<file path="src/rtl/core/sbcf_pkg.sv">
// ============================================================================
// sbcf_pkg - servo bus command framer package
// Shared types and frame constants for the framer core and its cell chain.
// ============================================================================
`default_nettype none

package sbcf_pkg;

  // Frame geometry
  localparam int unsigned FrameMax  = 13;
  localparam int unsigned FrameLenW = $clog2(FrameMax + 1);

  // Total frame lengths, header and checksum included
  localparam logic [FrameLenW-1:0] FrameLenRw1  = FrameLenW'(8);
  localparam logic [FrameLenW-1:0] FrameLenRw2  = FrameLenW'(9);
  localparam logic [FrameLenW-1:0] FrameLenMove = FrameLenW'(13);

  // Frame byte values
  localparam logic [7:0] HdrByte   = 8'hFF;
  localparam logic [7:0] LenRw1    = 8'h04;
  localparam logic [7:0] LenRw2    = 8'h05;
  localparam logic [7:0] LenMove   = 8'h09;
  localparam logic [7:0] InstRead  = 8'h02;
  localparam logic [7:0] InstWrite = 8'h03;
  localparam logic [7:0] MoveAddr  = 8'h2A;

  // Running sum start value: the two 0xFF header bytes add 0xFE, so a seed
  // of 0x02 leaves the sum at zero (mod 256) when the id byte goes out.
  localparam logic [7:0] ChkSeed = 8'h02;

  typedef enum logic [1:0] {
    KindRead   = 2'd0,
    KindWrite  = 2'd1,
    KindMove   = 2'd2,
    KindUnused = 2'd3
  } kind_e;

  // One command item as held before framing
  typedef struct packed {
    logic [1:0]  kind;
    logic [7:0]  servo_id;
    logic [7:0]  reg_addr;
    logic [1:0]  byte_count;
    logic [15:0] write_value;
    logic [15:0] target_position;
    logic [15:0] move_duration;
    logic [15:0] move_speed;
    logic        bus_select;
  } cmd_t;

  // Contents of one chain cell
  typedef struct packed {
    logic       vld;
    logic       chk;
    logic       bus;
    logic [7:0] data;
  } cell_t;

endpackage

`default_nettype wire

</file>
<file path="src/rtl/core/sbcf_cell.sv">
// ============================================================================
// sbcf_cell - one byte cell of the frame chain
// Holds one frame byte; loads in parallel or takes its upstream neighbour.
// ============================================================================
`default_nettype none

module sbcf_cell (
  input  wire               clk_i,
  input  wire               rst_ni,
  input  wire               load_i,
  input  wire               shift_i,
  input  sbcf_pkg::cell_t   load_cell_i,
  input  sbcf_pkg::cell_t   next_cell_i,
  output sbcf_pkg::cell_t   cell_o
);

  logic       vld_q, vld_d;
  logic       chk_q, chk_d;
  logic       bus_q, bus_d;
  logic [7:0] data_q, data_d;

  // Load wins over shift; a load happens only as the old frame drains
  always_comb begin
    vld_d  = vld_q;
    chk_d  = chk_q;
    bus_d  = bus_q;
    data_d = data_q;
    if (load_i) begin
      vld_d  = load_cell_i.vld;
      chk_d  = load_cell_i.chk;
      bus_d  = load_cell_i.bus;
      data_d = load_cell_i.data;
    end else if (shift_i) begin
      vld_d  = next_cell_i.vld;
      chk_d  = next_cell_i.chk;
      bus_d  = next_cell_i.bus;
      data_d = next_cell_i.data;
    end
  end

  // Valid flag under reset
  always_ff @(posedge clk_i or negedge rst_ni) begin
    if (!rst_ni) begin
      vld_q <= 1'b0;
    end else begin
      vld_q <= vld_d;
    end
  end

  // Payload, no reset
  always_ff @(posedge clk_i) begin
    chk_q  <= chk_d;
    bus_q  <= bus_d;
    data_q <= data_d;
  end

  assign cell_o = '{vld: vld_q, chk: chk_q, bus: bus_q, data: data_q};

endmodule

`default_nettype wire

</file>
<file path="src/rtl/core/sbcf_frame_build.sv">
// ============================================================================
// sbcf_frame_build - frame layout for one command
// Lays out header, body and checksum slot of a command across the chain.
// ============================================================================
`default_nettype none

module sbcf_frame_build (
  input  sbcf_pkg::cmd_t  cmd_i,
  output sbcf_pkg::cell_t cell_o [sbcf_pkg::FrameMax]
);

  logic [7:0]                     frame [sbcf_pkg::FrameMax];
  logic [sbcf_pkg::FrameLenW-1:0] len;
  logic [sbcf_pkg::FrameLenW-1:0] last;

  // Byte layout per kind; len of zero means no frame
  always_comb begin
    frame    = '{default: '0};
    len      = '0;
    frame[0] = sbcf_pkg::HdrByte;
    frame[1] = sbcf_pkg::HdrByte;
    frame[2] = cmd_i.servo_id;
    case (sbcf_pkg::kind_e'(cmd_i.kind))
      sbcf_pkg::KindRead: begin
        frame[3] = sbcf_pkg::LenRw1;
        frame[4] = sbcf_pkg::InstRead;
        frame[5] = cmd_i.reg_addr;
        frame[6] = {6'b0, cmd_i.byte_count};
        len      = sbcf_pkg::FrameLenRw1;
      end
      sbcf_pkg::KindWrite: begin
        frame[4] = sbcf_pkg::InstWrite;
        frame[5] = cmd_i.reg_addr;
        case (cmd_i.byte_count)
          2'd1: begin
            frame[3] = sbcf_pkg::LenRw1;
            frame[6] = cmd_i.write_value[7:0];
            len      = sbcf_pkg::FrameLenRw1;
          end
          2'd2: begin
            frame[3] = sbcf_pkg::LenRw2;
            // little-endian bus sends low byte first
            if (cmd_i.bus_select) begin
              frame[6] = cmd_i.write_value[7:0];
              frame[7] = cmd_i.write_value[15:8];
            end else begin
              frame[6] = cmd_i.write_value[15:8];
              frame[7] = cmd_i.write_value[7:0];
            end
            len      = sbcf_pkg::FrameLenRw2;
          end
          default: len = '0;
        endcase
      end
      sbcf_pkg::KindMove: begin
        frame[3]  = sbcf_pkg::LenMove;
        frame[4]  = sbcf_pkg::InstWrite;
        frame[5]  = sbcf_pkg::MoveAddr;
        frame[6]  = cmd_i.target_position[7:0];
        frame[7]  = cmd_i.target_position[15:8];
        frame[8]  = cmd_i.move_duration[7:0];
        frame[9]  = cmd_i.move_duration[15:8];
        frame[10] = cmd_i.move_speed[7:0];
        frame[11] = cmd_i.move_speed[15:8];
        len       = sbcf_pkg::FrameLenMove;
      end
      default: len = '0;
    endcase
  end

  assign last = len - sbcf_pkg::FrameLenW'(1);

  // Per-cell flags; the checksum slot is filled at the head from the running sum
  always_comb begin
    for (int k = 0; k < sbcf_pkg::FrameMax; k++) begin
      cell_o[k].vld  = sbcf_pkg::FrameLenW'(k) < len;
      cell_o[k].chk  = (sbcf_pkg::FrameLenW'(k) < len) && (sbcf_pkg::FrameLenW'(k) == last);
      cell_o[k].bus  = cmd_i.bus_select;
      cell_o[k].data = frame[k];
    end
  end

endmodule

`default_nettype wire

</file>
<file path="src/rtl/core/servo_bus_command_framer_top.sv">
// A taken command item is registered in the holding register, then loaded into the chain cells.
// Throughput: one byte per cycle while out_stall_i is low; read and one-byte write frames
//   are 8 bytes, two-byte writes 9 and moves 13, the longest filling the 13-cell shift chain.
// A held command loads as the previous checksum byte leaves, so frames follow
//   without a gap; one further command item is taken while a frame drains.
// Reset clears all valid flags and sets the running checksum to its seed.
// ============================================================================
// servo_bus_command_framer_top - servo bus command framer
// Takes servo commands and sends their bus frames one byte per item.
// ============================================================================
`default_nettype none

module servo_bus_command_framer_top (
  input  wire         clk_i,
  input  wire         rst_ni,
  // command channel
  input  wire         in_valid_i,
  output logic        in_stall_o,
  input  wire  [1:0]  kind_i,
  input  wire  [7:0]  servo_id_i,
  input  wire  [7:0]  reg_addr_i,
  input  wire  [1:0]  byte_count_i,
  input  wire  [15:0] write_value_i,
  input  wire  [15:0] target_position_i,
  input  wire  [15:0] move_duration_i,
  input  wire  [15:0] move_speed_i,
  input  wire         bus_select_i,
  // frame byte channel
  output logic        out_valid_o,
  input  wire         out_stall_i,
  output logic        out_bus_o,
  output logic [7:0]  frame_byte_o,
  output logic        frame_end_o
);

  localparam int unsigned N = sbcf_pkg::FrameMax;

  sbcf_pkg::cmd_t  hold_q;
  logic            hold_valid_q, hold_valid_d;
  sbcf_pkg::cell_t load_cell [N];
  sbcf_pkg::cell_t chain [N];
  logic [N-1:0]    vld_vec;
  logic [7:0]      acc_q, acc_d;
  logic            in_take;
  logic            head_take;
  logic            load;

  // Command holding register
  assign in_stall_o = hold_valid_q;
  assign in_take    = in_valid_i && !hold_valid_q;

  always_comb begin
    hold_valid_d = hold_valid_q;
    if (in_take) begin
      hold_valid_d = 1'b1;
    end else if (load) begin
      hold_valid_d = 1'b0;
    end
  end

  always_ff @(posedge clk_i or negedge rst_ni) begin
    if (!rst_ni) begin
      hold_valid_q <= 1'b0;
    end else begin
      hold_valid_q <= hold_valid_d;
    end
  end

  always_ff @(posedge clk_i) begin
    if (in_take) begin
      hold_q <= '{kind: kind_i, servo_id: servo_id_i, reg_addr: reg_addr_i,
                  byte_count: byte_count_i, write_value: write_value_i,
                  target_position: target_position_i, move_duration: move_duration_i,
                  move_speed: move_speed_i, bus_select: bus_select_i};
    end
  end

  // Frame layout of the held command
  sbcf_frame_build u_build (
    .cmd_i  (hold_q),
    .cell_o (load_cell)
  );

  // Load when the chain is empty or its last byte is leaving the head
  always_comb begin
    for (int k = 0; k < N; k++) begin
      vld_vec[k] = chain[k].vld;
    end
  end

  assign head_take = chain[0].vld && !out_stall_i;
  assign load      = hold_valid_q && !(|vld_vec[N-1:1]) && (!chain[0].vld || head_take);

  // Chain of byte cells, shifting toward the head
  for (genvar k = 0; k < N; k++) begin : g_cell
    sbcf_pkg::cell_t next_cell;
    if (k == N - 1) begin : g_tail
      assign next_cell = '0;
    end else begin : g_mid
      assign next_cell = chain[k+1];
    end
    sbcf_cell u_cell (
      .clk_i       (clk_i),
      .rst_ni      (rst_ni),
      .load_i      (load),
      .shift_i     (head_take),
      .load_cell_i (load_cell[k]),
      .next_cell_i (next_cell),
      .cell_o      (chain[k])
    );
  end

  // Running checksum over bytes that have left the head
  always_comb begin
    acc_d = acc_q;
    if (head_take) begin
      if (chain[0].chk) begin
        acc_d = sbcf_pkg::ChkSeed;
      end else begin
        acc_d = acc_q + chain[0].data;
      end
    end
  end

  always_ff @(posedge clk_i or negedge rst_ni) begin
    if (!rst_ni) begin
      acc_q <= sbcf_pkg::ChkSeed;
    end else begin
      acc_q <= acc_d;
    end
  end

  // Head cell drives the output
  assign out_valid_o  = chain[0].vld;
  assign out_bus_o    = chain[0].bus;
  assign frame_end_o  = chain[0].chk;
  assign frame_byte_o = chain[0].chk ? ~acc_q : chain[0].data;

  // Valid cells always form one run from the head
  a_chain_packed: assert property (@(posedge clk_i) disable iff (!rst_ni)
    1'b1 |-> ((vld_vec & (vld_vec + N'(1))) == '0))
    else $error("chain holds a gap between valid cells");

  // A frame never breaks off before its checksum byte
  a_frame_cont: assert property (@(posedge clk_i) disable iff (!rst_ni)
    (out_valid_o && !out_stall_i && !frame_end_o) |=> out_valid_o)
    else $error("frame ended without a checksum byte");

  // Running sum restarts after each checksum byte
  a_acc_restart: assert property (@(posedge clk_i) disable iff (!rst_ni)
    (out_valid_o && !out_stall_i && frame_end_o) |=> (acc_q == sbcf_pkg::ChkSeed))
    else $error("checksum accumulator not restarted");

  // A held command waits until it is loaded
  a_hold_keep: assert property (@(posedge clk_i) disable iff (!rst_ni)
    (hold_valid_q && !load) |=> (hold_valid_q && $stable(hold_q)))
    else $error("held command lost before load");

  // Loading only into a drained chain
  a_load_empty: assert property (@(posedge clk_i) disable iff (!rst_ni)
    load |-> ($countones(vld_vec[N-1:1]) == 0))
    else $error("frame loaded over a busy chain");

endmodule

`default_nettype wire

</file>
<file path="config.mk">
export PLATFORM = sky130hd
export DESIGN_NAME = servo_bus_command_framer_top
export DESIGN_NICKNAME = d
export VERILOG_FILES = /design/src/rtl/core/sbcf_pkg.sv /design/src/rtl/core/sbcf_cell.sv /design/src/rtl/core/sbcf_frame_build.sv /design/src/rtl/core/servo_bus_command_framer_top.sv
export SDC_FILE = /design/constraint.sdc
export NUM_CORES = 1
export LEC_CHECK = 0
export ABC_AREA = 1
export BUFFER_PORTS_ARGS = -buffer_cell sky130_fd_sc_hd__buf_2
export CAP_MARGIN = 20
export CORE_ASPECT_RATIO = 1.1
export CORE_MARGIN = 2
export CORE_UTILIZATION = 53
export CTS_CLUSTER_DIAMETER = 30
export DETAILED_ROUTE_END_ITERATION = 7
export GPL_ROUTABILITY_DRIVEN = 1
export PLACE_DENSITY_LB_ADDON = 0.1
export SLEW_MARGIN = 20
export SYNTH_ARGS = -nofsm -noshare
export SYNTH_HDL_FRONTEND = slang
export SYNTH_SLANG_ARGS = --single-unit
export TNS_END_PERCENT = 20
</file>
<file path="constraint.sdc">
create_clock -name clk_i -period 4.2 [get_ports clk_i]
set_input_delay 0.63 -clock clk_i [delete_from_list [all_inputs] [get_ports clk_i]]
set_output_delay 0.63 -clock clk_i [all_outputs]
set_load 0.01 [all_outputs]
</file>
==> results of run 1 <==
==> layer usage <==
| layer | routed length (um) | vias to the layer above | global-route usage [%] |
|---|---|---|---|
| met5 | 0 | - | 0 |
| met2 | 9040 | 172 | 34.46 |
| met1 | 7698 | 2842 | 24.19 |
| met3 | 855 | 39 | 4.127 |
| met4 | 476 | 0 | 6.808 |
| li1 | - | 3084 | - |
==> logic make-up after synthesis <==
kind of cell / Yosys count / share of synthesized area [%]
and+or+nand+nor: 401 / 17.21
DFF: 229 / 70.01
buffers and inverters: 113 / 4.971
AOI/OAI and AO/OA: 84 / 5.237
adders and majority gates: 16 / 2.201
xor gates and xnor gates: 4 / 0.3713
==> how the worst min path moves through the flow <==
stage | startpoint | slack (ps) | to | cells past startpoint
final | rst_ni | 90 | acc_q[3] | 1
after global routing | rst_ni | 130 | g_cell[2].u_cell.vld_q | 1
after CTS | rst_ni | 100 | g_cell[12].u_cell.vld_q | 1
after detailed placement | g_cell[2].u_cell.data_q[1] | 450 | g_cell[1].u_cell.data_q[1] | 2
after global placement | g_cell[2].u_cell.data_q[7] | 440 | g_cell[1].u_cell.data_q[7] | 2
after floorplan | rst_ni | 330 | acc_q[0] | 0
==> final cells by class <==
class	instances	area (sq um)	area share, %
clock buffers	45	1030	8.923
clock inverters	26	345.3	2.993
inverters	88	331.6	2.873
multi-input cells	505	2374	20.57
flip-flops and latches	229	6608	57.26
well taps	238	297.8	2.581
repair buffers	105	554.3	4.803
==> cell usage in the layout, fill, tap and decap left out, types with 2 or more instances in the layout <==
cell,n
buf_2,100
bufinv_16,7
o211ai_1,7
nand3b_1,5
ha_1,15
nand2_4,2
o22ai_1,8
clkinv_4,2
clkinv_1,4
nand3_1,35
dfxtp_1,16
nand4_1,4
nor2_1,67
o21ai_0,19
nor2_2,2
inv_2,4
a22oi_1,9
a21boi_0,7
o21ai_1,16
buf_4,3
inv_6,2
clkinvlp_4,7
clkbuf_1,4
nand2_2,5
xnor2_1,2
dfrtp_1,21
clkinv_2,5
clkbuf_16,40
nand2_1,278
xor2_1,2
inv_1,82
a21oi_1,16
edfxtp_1,191
==> critical path, stage by stage, from the launching register on <==
cell and delay (ps):
dfrtp_1 360, inv_1 40, nor2_1 80, buf_4 250
inv_2 280, nand2_4 580, buf_12 400
==> per-stage QoR <==
step                setup slack [ps]  hold slack, ps  cells  util [%]
finish                          1791           91.97   1236     65.76
global placement                1445           440.3   1165     57.90
CTS                             1782           99.73   1236     65.74
floorplan                      900.6           334.4    847         -
detailed placement              1442           452.6   1165     57.90
global route                    1561           132.3   1236     65.76
==> power groups by stage <==
| stage | logic (mW) | clock network (mW) | registers, mW |
|---|---|---|---|
| global placement | 0.234 | 0 | 2.61 |
| detailed placement | 0.239 | 0 | 2.61 |
| floorplan | 0.158 | 0 | 2.60 |
| finish | 0.241 | 3.26 | 2.57 |
| global route | 0.279 | 3.42 | 2.58 |
| CTS | 0.244 | 3.32 | 2.57 |
==> synthesized netlist by cell type <==
master,instances,share of area [%]
dfrtp_1,21,5.6
nand2_2,6,0.40
o21ai_0,19,1.0
a22oi_1,9,0.72
inv_2,4,0.16
nor2_1,68,2.7
nor2_2,2,0.13
nand2_1,278,11
a21oi_1,16,0.85
nand4_1,4,0.27
xor2_1,2,0.19
a22o_1,1,0.093
clkbuf_1,15,0.60
o21ai_1,16,0.85
or2_2,1,0.066
o211ai_1,7,0.56
dfxtp_1,16,3.4
fa_1,1,0.21
edfxtp_1,191,61
xnor2_1,2,0.19
nand3b_1,5,0.40
clkinv_2,1,0.053
a21boi_0,7,0.56
inv_1,82,3.3
o22ai_1,8,0.53
buf_2,5,0.27
nor2_8,1,0.21
clkinv_1,1,0.040
o21bai_1,1,0.080
dfstp_2,1,0.28
nand3_1,35,1.9
buf_6,5,0.60
nand2_4,1,0.12
ha_1,15,2.0
==> sequential cells by signal (all words and copies together) (netlist names) <==
| name | flops |
|---|---|
| acc_q | 8 |
| g_cell.u_cell.bus_q | 13 |
| g_cell.u_cell.chk_q | 13 |
| g_cell.u_cell.data_q | 96 |
| g_cell.u_cell.vld_q | 13 |
| hold_q | 85 |
| in_stall_o | 1 |
==> flow_metrics.env, run 1 <==
export IMPL_status="completed"
export IMPL_fin_worst_skew_ps=15.33
export IMPL_drtIter0Drc=386
export IMPL_pwr_share_clk_pct=53.7
export IMPL_switchingPower_mw=1.244
export IMPL_seqPwrFrac_pct=42.4
export IMPL_fp_coreArea_sq_um=17550
export IMPL_required_ps=4360
export IMPL_first_pass_iters=5
export IMPL_min_period_over_period_pct=57.35
export IMPL_antenna_found_initial=0
export IMPL_num_rows=51
export IMPL_port_buffers=100
export IMPL_yosysWarnings=0
export IMPL_drc_errors=0
export IMPL_cts_root_buf="clkbuf_16"
export IMPL_syn_to_final_growth_pct=22.27
export IMPL_hold_class="in -> async"
export IMPL_viasPerCell=4.965
export IMPL_die_w_um=131.2
export IMPL_cts_tree="done"
export IMPL_syn_inst=847
export IMPL_r2r_start="g_cell[0].u_cell.vld_q"
export IMPL_max_freq_ghz=0.4151
export IMPL_grt_pass1_wl_um=29310
export IMPL_cts_clk_slew_worst_paths_ps=50
export IMPL_end_kind="flop"
export IMPL_overflow=0
export IMPL_critical_path_class="reg -> reg"
export IMPL_fin_nets=1074
export IMPL_setup_viol=0
export IMPL_slew_limit_headroom_pct=37.90
export IMPL_via_count=6137
export IMPL_p_comb_share_pct=4.0
export IMPL_synth_area_sq_um=9438
export IMPL_clkLatencyLatePin_ps=510
export IMPL_drive_gt1_share_pct=18.74
export IMPL_p_total_mw=6.074
export IMPL_dpl_instance_area_sq_um=10160
export IMPL_rr_worst_depth=6
export IMPL_grtUsageTotal_pct=19.55
export IMPL_clk_path_buf_depth=3
export IMPL_power_density_nw_per_um2=526.4
export IMPL_max_vdd_ir_drop_mv=0.4177
export IMPL_crit_fanout=67
export IMPL_setup_tns_ps=0
export IMPL_antenna_cells=0
export IMPL_die_h_um=144.0
export IMPL_cap_viol_max_count=0
export IMPL_syn_avg_cell_area_sq_um=11.14
export IMPL_yosys_register_bits=229
export IMPL_cts_setup_buffers=0
export IMPL_switching_share_pct=20.48
export IMPL_gp_congestion=0.8325
export IMPL_h_tree_depth=2
export IMPL_wire_per_inst_um=14.62
export IMPL_rsz0062_at_grt="false"
export IMPL_cts_sinks=229
export IMPL_synth_seq_area_share_pct=70.01
export IMPL_worstSetupEndpoint="g_cell[7].u_cell.data_q[1]"
export IMPL_syn_num_nets=952
export IMPL_tightestPinTransition_ps=931.5
export IMPL_rr_endpoint="g_cell[7].u_cell.data_q[1]"
export IMPL_hold_viol=0
export IMPL_antenna_left=0
export IMPL_grt_pass1_vias=5976
export IMPL_rrSetupSlack_ps=1790
export IMPL_initial_utilization_pct=53.78
export IMPL_period_needed_ps=2409
export IMPL_intPower_mw=4.830
export IMPL_cp_start_kind="flop"
export IMPL_fillerInstances=1370
export IMPL_leakage_nw=4.975
export IMPL_dp_hpwl_um=11400
export IMPL_critPathArrivalTime_ps=2570
export IMPL_io_pins=101
export IMPL_cts_resized=0
export IMPL_die_area_sq_um=18890
export IMPL_drt_wl_total_um=18070
export IMPL_holdBufCountCts=0
export IMPL_grt_max_degree=86
export IMPL_post_route_cell_area_sq_um=11540
export IMPL_slew_violations=0
export IMPL_synth_cell_types=34
export IMPL_cts_inserted_buffers=40
export IMPL_startpoint="g_cell[0].u_cell.vld_q"
No activity file was read; power rests on OpenSTA's default activity.
==> run 2: changes to the inputs <==
--- a/config.mk
+++ b/config.mk
@@ -10,7 +10,7 @@
 export CAP_MARGIN = 20
 export CORE_ASPECT_RATIO = 1.1
 export CORE_MARGIN = 2
-export CORE_UTILIZATION = 53
+export CORE_UTILIZATION = 55
 export CTS_CLUSTER_DIAMETER = 30
 export DETAILED_ROUTE_END_ITERATION = 7
 export GPL_ROUTABILITY_DRIVEN = 1
==> constraint.sdc (replaced) <==
create_clock -name clk_i -period 2.4 [get_ports clk_i]
set_input_delay 0.36 -clock clk_i [delete_from_list [all_inputs] [get_ports clk_i]]
set_output_delay 0.36 -clock clk_i [all_outputs]
set_load 0.01 [all_outputs]
==> run 2 against run 1 <==
  * Routed wire length grew 3.7%
  * Core utilization grew 3.6 points
  * Cell count shrank 0.89%
  * Fmax up 6.3%
  * Critical path type unchanged
==> flow_metrics.env, run 2 (synthesized netlist as in run 1, its figures left out) <==
export IMPL_fin_nets=1091
export IMPL_antenna_cells=0
export IMPL_grt_max_degree=90
export IMPL_first_pass_iters=8
export IMPL_cap_viol_max_count=0
export IMPL_tightestPinTransition_ps=697.3
export IMPL_clk_path_buf_depth=3
export IMPL_cp_num_buf_inv=1
export IMPL_port_buffers=100
export IMPL_drive_gt1_share_pct=20.26
export IMPL_slew_limit_headroom_pct=53.51
export IMPL_largest_reg_flops=96
export IMPL_antenna_found_initial=0
export IMPL_wire_per_inst_um=15.30
export IMPL_slowest_stage="edfxtp_1"
export IMPL_die_w_um=128.9
export IMPL_fp_coreArea_sq_um=16890
export IMPL_grt_pass1_wl_um=30200
export IMPL_instances_no_fill=1225
export IMPL_gp_congestion=0.8977
export IMPL_period_needed_ps=2266
export IMPL_grt_pass1_vias=6419
export IMPL_grtUsageTotal_pct=20.94
export IMPL_cts_setup_buffers=0
export IMPL_worst_path_stages=5
export IMPL_power_density_nw_per_um2=914.6
export IMPL_crit_path_cell_trace="clkinv_1 -> nand2_1 -> o22ai_1 -> a21boi_0 -> o21ai_1"
export IMPL_fin_worst_skew_ps=19.75
export IMPL_p_total_mw=10.71
export IMPL_die_h_um=141.4
export IMPL_intPower_mw=8.417
export IMPL_initial_utilization_pct=55.87
export IMPL_max_vdd_ir_drop_mv=0.6777
export IMPL_drt_wl_total_um=18740
export IMPL_num_rows=50
export IMPL_cts_clk_slew_worst_paths_ps=50
export IMPL_h_tree_depth=2
export IMPL_postLayoutCoreUtil_pct=69.31
export IMPL_cts_tree="done"
export IMPL_hold_viol=0
export IMPL_overflow=0
export IMPL_die_area_sq_um=18230
export IMPL_top_regs="g_cell.u_cell.data_q x96, hold_q x85"
export IMPL_post_route_cell_area_sq_um=11710
export IMPL_slew_violations=0
export IMPL_final_cell_mix="278 x nand2_1, 191 x edfxtp_1, 100 x buf_2"
export IMPL_end_kind="flop"
export IMPL_cpLargestDelayFamily="flip-flops"
export IMPL_cts_resized=0
export IMPL_drc_errors=0
export IMPL_cts_root_buf="clkbuf_16"
export IMPL_clkLatencyLatePin_ps=510
export IMPL_cts_sinks=229
export IMPL_max_freq_ghz=0.4413
export IMPL_critical_path_class="reg -> reg"
export IMPL_cp_start_kind="flop"
export IMPL_leakage_nw=5.088
export IMPL_viasPerCell=5.147
export IMPL_hold_class="in -> reg"
export IMPL_rr_worst_depth=5
export IMPL_io_pins=101
export IMPL_rsz0062_at_grt="false"
export IMPL_holdWs_ps=21.80
export IMPL_dpl_instance_area_sq_um=10270
export IMPL_dp_cells=1148
export IMPL_top_layer="met4"
export IMPL_drtIter0Drc=362
export IMPL_p_comb_share_pct=4.0
export IMPL_drt_met1_wl_um=7719
export IMPL_seqPwrFrac_pct=42.0
export IMPL_holdBufCountCts=3
export IMPL_status="completed"
export IMPL_dp_hpwl_um=12270
export IMPL_antenna_left=0
export IMPL_crit_fanout=11
export IMPL_pwr_share_clk_pct=54.0
export IMPL_via_count=6305
export IMPL_required_ps=2640
export IMPL_setup_viol=0
export IMPL_met2WireLength_um=9474
export IMPL_mostFrequentLayoutCell="nand2_1"
export IMPL_min_path_cells=1
export IMPL_cts_inserted_buffers=40
export IMPL_critPathMaxStageDelay_ps=640
export IMPL_critPathArrivalTime_ps=2510
export IMPL_wl_met3_um=1058
export IMPL_top_register="g_cell.u_cell.data_q"
export IMPL_switchingPower_mw=2.290
export IMPL_syn_to_final_growth_pct=24.05
export IMPL_switching_share_pct=21.38
export IMPL_min_period_over_period_pct=94.41
## run 2: path summary, 6_finish.rpt
path                                             from  slack (ps)                    endpoint
hold / removal                   target_position_i[0]          20                  hold_q[33]
min in group asynchronous                      rst_ni         370                    acc_q[0]
setup / recovery                            hold_q[0]         130  g_cell[6].u_cell.data_q[6]
max in group asynchronous                      rst_ni        1680                    acc_q[1]
setup reg to reg                            hold_q[0]         130  g_cell[6].u_cell.data_q[6]
hold reg to reg            g_cell[2].u_cell.data_q[0]         460  g_cell[1].u_cell.data_q[0]
## run 2: per-stage QoR
step	setup TNS (ps)	worst slack (ps)
final	0	134.1
after detailed placement	0	212.8
after global placement	0	283.7
after floorplan	-29230	-476.0
after global routing	0	33.96
after CTS	0	190.2
## run 2: worst reg2reg max path, delay by kind of cell (launching register included)
kind	cells	cell delay [ps]
AO/OA/AOI/OAI	3	540
buffers and inverters	1	440
flip-flops	1	640
AND/OR/NAND/NOR	1	380
## run 2: power groups by stage
stage                     logic [mW]  clock network (mW)  registers (mW)
after global placement         0.411                   0            4.57
after CTS                      0.432                5.86            4.50
after detailed placement       0.424                   0            4.57
final                          0.430                5.78            4.49
after floorplan                0.278                   0            4.54
after global routing           0.496                6.05            4.51
## run 2: area by class of cell
type                       count  area [sq um]
sequential                   229          6608
fill                        1270          5184
multi-input combinational    505          2374
clock buffer                  41          1026
timing repair buffer         122         738.2
clock inverter                32         370.4
inverter                      88         331.6
tap                          208         260.3
## run 2: metal layers
layer / vias to the layer above / global-route usage [%]
li1: 3113 / -
met1: 2956 / 25.56
met2: 193 / 36.62
met3: 43 / 4.563
met4: 0 / 7.666
met5: - / 0
